File: config.mk
export PLATFORM = sky130hd
export DESIGN_NAME = spc_ctrl
export DESIGN_NICKNAME = d
export VERILOG_FILES = /design/src/design/spc_pkg.sv /design/src/design/spc_ctrl.sv
export SDC_FILE = /design/constraint.sdc
export NUM_CORES = 1
export LEC_CHECK = 0
export BUFFER_PORTS_ARGS = -buffer_cell sky130_fd_sc_hd__buf_4
export CAP_MARGIN = 20
export CORE_MARGIN = 2
export CORE_UTILIZATION = 39
export CTS_CLUSTER_DIAMETER = 60
export DETAILED_ROUTE_END_ITERATION = 10
export PLACE_DENSITY = 0.66
export SKIP_LAST_GASP = 1
export SLEW_MARGIN = 15
export SYNTH_ARGS = -nofsm -noshare
export SYNTH_HDL_FRONTEND = slang
export SYNTH_SLANG_ARGS = --single-unit
File: constraint.sdc
create_clock -name aclk -period 3.2 [get_ports aclk]
set_clock_uncertainty 0.1 [all_clocks]
set_input_delay 0.16 -clock aclk [delete_from_list [all_inputs] [get_ports aclk]]
set_output_delay 0.16 -clock aclk [all_outputs]
set_load 0.05 [all_outputs]
File: src/design/spc_pkg.sv
// Shared types and constants for the scanner pixel calibrator.
// Holds datapath command codes, curve constants and the log table generator.
package spc_pkg;

    localparam logic [1:0] MODE_LOG   = 2'd0;
    localparam logic [1:0] MODE_LIN_A = 2'd1;
    localparam logic [1:0] MODE_LIN_B = 2'd2;
    localparam logic [1:0] MODE_LIN_C = 2'd3;

    localparam logic [7:0] CFG_MODE = 8'd0;
    localparam logic [7:0] CFG_ROWS = 8'd1;
    localparam logic [7:0] CFG_COLS = 8'd2;

    localparam logic [34:0] LOG_P32   = 35'd19194514058;
    localparam logic [22:0] LOG_QL24  = 23'd4695773;
    localparam logic [34:0] LIN_A_C0  = 35'd16273631085;
    localparam logic [22:0] LIN_A_K   = 23'd4061665;
    localparam logic [34:0] LIN_B_C0  = 35'd17034016228;
    localparam logic [22:0] LIN_B_K   = 23'd4254415;
    localparam logic [18:0] LIN_C_NUM = 19'd409699;
    localparam logic [16:0] LIN_C_DEN = 17'd100901;

    // 2^32 = QA * DEN + QB; RECIP = ceil(2^48 / DEN), exact for products below 2^31
    localparam logic [15:0] LIN_C_QA    = 16'((64'd1 << 32) / 64'(LIN_C_DEN));
    localparam logic [13:0] LIN_C_QB    = 14'((64'd1 << 32) % 64'(LIN_C_DEN));
    localparam logic [31:0] LIN_C_RECIP =
        32'(((64'd1 << 48) + 64'(LIN_C_DEN) - 64'd1) / 64'(LIN_C_DEN));

    localparam logic [15:0] LOG_R_MIN   = 16'd4;
    localparam logic [15:0] LOG_R_MAX   = 16'd64064;
    localparam logic [15:0] LIN_A_R_MAX = 16'd4006;
    localparam logic [15:0] LIN_B_R_MAX = 16'd4003;
    localparam logic [15:0] LIN_C_R_MIN = 16'd61;
    localparam logic [15:0] LIN_C_R_MAX = 16'd4097;

    localparam int unsigned DIV_STEPS = 3;

    typedef enum logic [3:0] {
        OP_NONE,
        OP_HOLD,
        OP_LOAD,
        OP_NORM,
        OP_LOOK,
        OP_INTERP,
        OP_LOG,
        OP_MUL,
        OP_DIFF,
        OP_DIV_START,
        OP_DIV_STEP,
        OP_ROUND,
        OP_SCALE,
        OP_SQUARE,
        OP_GREY,
        OP_EMIT
    } op_t;

    typedef struct packed {
        op_t  op;
        logic last;
        logic pixel;
    } cmd_t;

    // log2 of x / 2^30 in Q.24 by repeated squaring; elaboration use only
    function automatic logic [24:0] log_entry(input logic [63:0] x_in);
        logic [63:0] x;
        logic [31:0] res;
        x   = x_in;
        res = '0;
        if (x >= 64'h8000_0000) begin
            res = 32'h0100_0000;
            x   = x >> 1;
        end
        for (int b = 23; b >= 0; b--) begin
            x = (x * x) >> 30;
            if (x >= 64'h8000_0000) begin
                x      = x >> 1;
                res[b] = 1'b1;
            end
        end
        return res[24:0];
    endfunction

endpackage

File: src/design/spc_ctrl.sv
// Sequencer for the scanner pixel calibrator: handshakes, byte pairing,
// and the step order per curve. Depends on spc_pkg.
module spc_ctrl (
    input  logic          aclk,
    input  logic          aresetn,
    input  logic          s_valid,
    output logic          s_ready,
    input  logic          s_last_byte,
    output logic          m_valid,
    input  logic          m_ready,
    input  logic [1:0]    mode,
    output spc_pkg::cmd_t cmd
);
    import spc_pkg::*;

    typedef enum logic [3:0] {
        ST_IDLE,
        ST_NORM,
        ST_LOOK,
        ST_INTERP,
        ST_LOG,
        ST_MUL,
        ST_DIFF,
        ST_DIV_START,
        ST_DIV,
        ST_ROUND,
        ST_SCALE,
        ST_SQUARE,
        ST_GREY,
        ST_EMIT
    } state_t;

    state_t      state_reg;
    logic        phase_reg;
    logic        last_reg;
    logic        pixel_reg;
    logic        m_valid_reg;
    logic [5:0]  div_cnt_reg;
    logic        accept;
    logic        slot_free;
    op_t         op;

    assign s_ready   = (state_reg == ST_IDLE);
    assign accept    = s_valid && s_ready;
    assign slot_free = !m_valid_reg || m_ready;
    assign m_valid   = m_valid_reg;

    always_comb begin
        unique case (state_reg)
            ST_IDLE: begin
                if (!accept) op = OP_NONE;
                else if (phase_reg) op = OP_LOAD;
                else if (!s_last_byte) op = OP_HOLD;
                else op = OP_NONE;
            end
            ST_NORM:      op = OP_NORM;
            ST_LOOK:      op = OP_LOOK;
            ST_INTERP:    op = OP_INTERP;
            ST_LOG:       op = OP_LOG;
            ST_MUL:       op = OP_MUL;
            ST_DIFF:      op = OP_DIFF;
            ST_DIV_START: op = OP_DIV_START;
            ST_DIV:       op = OP_DIV_STEP;
            ST_ROUND:     op = OP_ROUND;
            ST_SCALE:     op = OP_SCALE;
            ST_SQUARE:    op = OP_SQUARE;
            ST_GREY:      op = OP_GREY;
            ST_EMIT:      op = slot_free ? OP_EMIT : OP_NONE;
            default:      op = OP_NONE;
        endcase
    end

    assign cmd = '{op: op, last: last_reg, pixel: pixel_reg};

    always_ff @(posedge aclk) begin
        if (!aresetn) begin
            state_reg   <= ST_IDLE;
            phase_reg   <= 1'b0;
            last_reg    <= 1'b0;
            pixel_reg   <= 1'b0;
            m_valid_reg <= 1'b0;
            div_cnt_reg <= '0;
        end else begin
            if (m_valid_reg && m_ready && !(state_reg == ST_EMIT && slot_free))
                m_valid_reg <= 1'b0;
            unique case (state_reg)
                ST_IDLE: begin
                    if (accept) begin
                        last_reg  <= s_last_byte;
                        pixel_reg <= phase_reg;
                        if (phase_reg) begin
                            phase_reg <= 1'b0;
                            unique case (mode)
                                MODE_LOG:   state_reg <= ST_NORM;
                                MODE_LIN_C: state_reg <= ST_DIV_START;
                                default:    state_reg <= ST_MUL;
                            endcase
                        end else if (s_last_byte) begin
                            state_reg <= ST_EMIT;
                        end else begin
                            phase_reg <= 1'b1;
                        end
                    end
                end
                ST_NORM:      state_reg <= ST_LOOK;
                ST_LOOK:      state_reg <= ST_INTERP;
                ST_INTERP:    state_reg <= ST_LOG;
                ST_LOG:       state_reg <= ST_MUL;
                ST_MUL:       state_reg <= ST_DIFF;
                ST_DIFF:      state_reg <= ST_ROUND;
                ST_DIV_START: begin
                    div_cnt_reg <= '0;
                    state_reg   <= ST_DIV;
                end
                ST_DIV: begin
                    div_cnt_reg <= div_cnt_reg + 6'd1;
                    if (div_cnt_reg == 6'(DIV_STEPS - 1)) state_reg <= ST_ROUND;
                end
                ST_ROUND:     state_reg <= ST_SCALE;
                ST_SCALE:     state_reg <= ST_SQUARE;
                ST_SQUARE:    state_reg <= ST_GREY;
                ST_GREY:      state_reg <= ST_EMIT;
                ST_EMIT: begin
                    if (slot_free) begin
                        m_valid_reg <= 1'b1;
                        state_reg   <= ST_IDLE;
                    end
                end
                default:      state_reg <= ST_IDLE;
            endcase
        end
    end

endmodule

==> run metrics <==
number of input and output port buffers inserted=14; total standard cell area after synthesis=916 um2; Tot GR Track Use=16.4%; area of the die=2750 um2; # IOs=15; clock slew at the register clock pins of the worst setup and hold paths=0.08 ns; antenna violations before repair=0; area of the multi-input gates=564 um2; top cell type by total area after synthesis=sky130_fd_sc_hd__dfxtp_1; relative contribution of combinational cells to total power=53.6%; Fillers=223; max FFs per register=6; Cell Rows=17; deepest clock path buffer count=2; share of final-layout standard cells stronger than drive strength 1=17.2%; relative contribution of sequential cells to total power=33.0%; hold buffer count at cts=0; CP cell instances=nor4_4 -> nand2_1 -> or3_1 -> nand2_1 -> buf_4; violation count after the first detailed-routing iteration=17; clock tree from TritonCTS=done; total internal power=471 uW; Netlist cell types=40; post-synthesis net count=130; overall via count from detail_route=870; Post-Syn Instances=121; router iterations before antenna repair=4; maximum level of the CTS H-tree=1; final count of pins violating max slew=0; final routed wirelength across all metal layers=1.94 mm; portion of the clock cycle consumed by the worst path in the final layout=71.5%; number of hold-slack violations in the final timing report=0; first-pass GRT wire length=3.31 mm; vias in the first global route=761; pin count of the biggest net entering global routing=22; buffers and inverters on the worst path=1; unrepaired setup endpoints after global routing=no; count of clock tree sinks=14; Worst Setup Start Kind=flop; global placement routability congestion=0.814; sw power=475 uW; library cell appearing most often on the critical path=sky130_fd_sc_hd__nand2_1; Min Clock Period, post-route=2.29 ns; power per standard cell area=916 nW/um2; remaining global-route overflow=0; actual slew at the worst max-slew pin=0.715 ns; reported max-cap violation count=0; total half-perimeter wirelength after legalization and detailed placement=1.36 mm; area growth from synthesis to final layout=12.7%; average wire per standard cell=12.5 um; delay of the slowest critical-path stage=0.54 ns; capturing element type of the critical path=output pin; Crit Path Class=flop to output pin; Core Box Area=2210 um2; via density per instance=5.58; Post-Route Setup TNS=0 ns; Min Hold Slack=0.0838 ns; starting density of the core=41.4%; arrival time at the worst endpoint=2.03 ns; clock latency reported for the late side of the worst-skew pair=0.29 ns; biggest area contributors in the synthesized netlist=sky130_fd_sc_hd__dfxtp_1, sky130_fd_sc_hd__o21ai_0, sky130_fd_sc_hd__nand2_1; Total Nets Final=138; number of cells upsized or downsized after cts=0; Ant. Diodes=0; Setup-failing EPs final=0; die boundary width=52.5 um; sequential-to-total area share from yosys stat=30.6%; antenna-violating nets left=0; part of the power in the clock network=13.4%; leakage=0.413 nW; highest clock frequency the design can meet=437 MHz; CP required=2.94 ns; worst-path fanout max=21; worst voltage drop across the vdd grid=581 uV; switching portion of total power=50.2%; Chip Height=52.5 um; final cell utilization of the core=46.7%; kind of cell adding the most delay to the critical path=simple AND/OR/NAND/NOR gates; Relative slew margins=52.2%; number of design rule violations left after detail routing=0; portion of synthesized cell area occupied by the leading cell type=30.6%; Storage cell area=280 um2; worst-path cell with the longest stage delay=sky130_fd_sc_hd__dfxtp_1; run status=completed; CTS root buf=sky130_fd_sc_hd__clkbuf_4; register bit total from synthesis=14; total of warnings raised by yosys=0; CTS buffer count=3; min-delay worst type=input pin to flop; post-CTS setup-driven buffer insertion count=0; Post-Synthesis Mean Instance Area=7.57 um2
==> cells in the mapped netlist, drive strengths merged <==
cell    instances
a211o           2
a211oi          1
a21boi          4
a21oi           7
a31oi           2
a32o            1
a41oi           1
and2            3
and3            1
buf             8
clkbuf          3
dfxtp          14
ha              2
inv             3
mux2i           1
nand2          13
nand2b          3
nand3           9
nand3b          2
nand4b          1
nor2           11
nor2b           5
nor3            3
nor4            3
nor4b           2
o211ai          1
o21ai          10
o22ai           1
or3             1
or4             1
or4b            1
xnor2           1
==> cells in the final DEF, fill, tap and decap left out <==
master                     instances
sky130_fd_sc_hd__nor4_4            1
sky130_fd_sc_hd__mux2i_1           1
sky130_fd_sc_hd__clkbuf_4          3
sky130_fd_sc_hd__clkbuf_8          1
sky130_fd_sc_hd__and2_4            1
sky130_fd_sc_hd__o22ai_1           1
sky130_fd_sc_hd__o21ai_0          10
sky130_fd_sc_hd__nor4_1            2
sky130_fd_sc_hd__a32o_1            1
sky130_fd_sc_hd__and2_1            2
sky130_fd_sc_hd__nand2_1          13
sky130_fd_sc_hd__or4_1             1
sky130_fd_sc_hd__nor4b_1           2
sky130_fd_sc_hd__nor2b_1           5
sky130_fd_sc_hd__o211ai_1          1
sky130_fd_sc_hd__a21boi_1          1
sky130_fd_sc_hd__nand3b_1          2
sky130_fd_sc_hd__a21oi_1           6
sky130_fd_sc_hd__dfxtp_1          14
sky130_fd_sc_hd__nor3_1            2
sky130_fd_sc_hd__ha_1              2
sky130_fd_sc_hd__xnor2_1           1
sky130_fd_sc_hd__nand2b_1          3
sky130_fd_sc_hd__inv_1             3
sky130_fd_sc_hd__a211o_1           2
sky130_fd_sc_hd__or4b_1            1
sky130_fd_sc_hd__nor2_1           11
sky130_fd_sc_hd__a21oi_2           1
sky130_fd_sc_hd__a21boi_0          3
sky130_fd_sc_hd__nor3_2            1
sky130_fd_sc_hd__a41oi_1           1
sky130_fd_sc_hd__and3_1            1
sky130_fd_sc_hd__nand3_1           9
sky130_fd_sc_hd__buf_4            14
sky130_fd_sc_hd__a211oi_1          1
sky130_fd_sc_hd__a31oi_1           2
sky130_fd_sc_hd__nand4b_1          1
sky130_fd_sc_hd__or3_1             1
==> per-stage QoR <==
step / power, mW / area, um2 / setup WS, ns / instances
floorplan: 0.717 / 916 / 0.889 / 121
global placement: 0.809 / 996 / 1.31 / 152
detailed placement: 0.820 / 996 / 1.23 / 152
CTS: 0.952 / 1030 / 0.903 / 156
global route: 1.02 / 1030 / 0.770 / 156
finish: 0.945 / 1030 / 0.911 / 156
==> logic make-up after synthesis <==
kind of cell | share of synthesized area [%]
and+or+nand+nor | 36.2
AOI/OAI and AO/OA | 20.6
buffers and inverters | 7.79
DFF | 30.6
adders and majority gates | 2.73
xor gates and xnor gates | 0.956
muxes | 1.09
==> path summary, 6_finish.rpt <==
kind	from	to	slack, ns	cells after the start
max	state_reg[1]	cmd[2]	0.91	5
min	s_last_byte	last_reg	0.08	3
max reg2reg	state_reg[3]	state_reg[2]	1.24	4
min reg2reg	pixel_reg	pixel_reg	0.38	2
==> power groups by stage <==
stage	combinational (mW)	sequential [mW]	clock (mW)
finish	0.507	0.312	0.127
global placement	0.503	0.306	0
global route	0.552	0.324	0.140
floorplan	0.484	0.233	0
CTS	0.509	0.309	0.133
detailed placement	0.507	0.313	0
==> tightest hold or removal path, cell delays in order <==
cell and delay (ns):
sky130_fd_sc_hd__buf_4 0.12, sky130_fd_sc_hd__nand3_1 0.06, sky130_fd_sc_hd__a21boi_0 0.08
==> cell type report <==
cell class,count,share of cell area (%)
Clock buffer,4,3.52
Inverter,3,1.09
Multi-Input combinational cell,93,54.7
Sequential cell,14,27.2
Tap cell,28,3.39
Timing Repair Buffer,14,10.2
==> per-layer routing <==
metal,vias to the layer above,wire [um],global-route usage (%)
met5,-,0,0
li1,445,-,-
met4,0,38,7.69
met1,396,908,20.5
met2,25,867,25.6
met3,4,129,5.14
No activity file was read; power rests on OpenSTA's default activity.
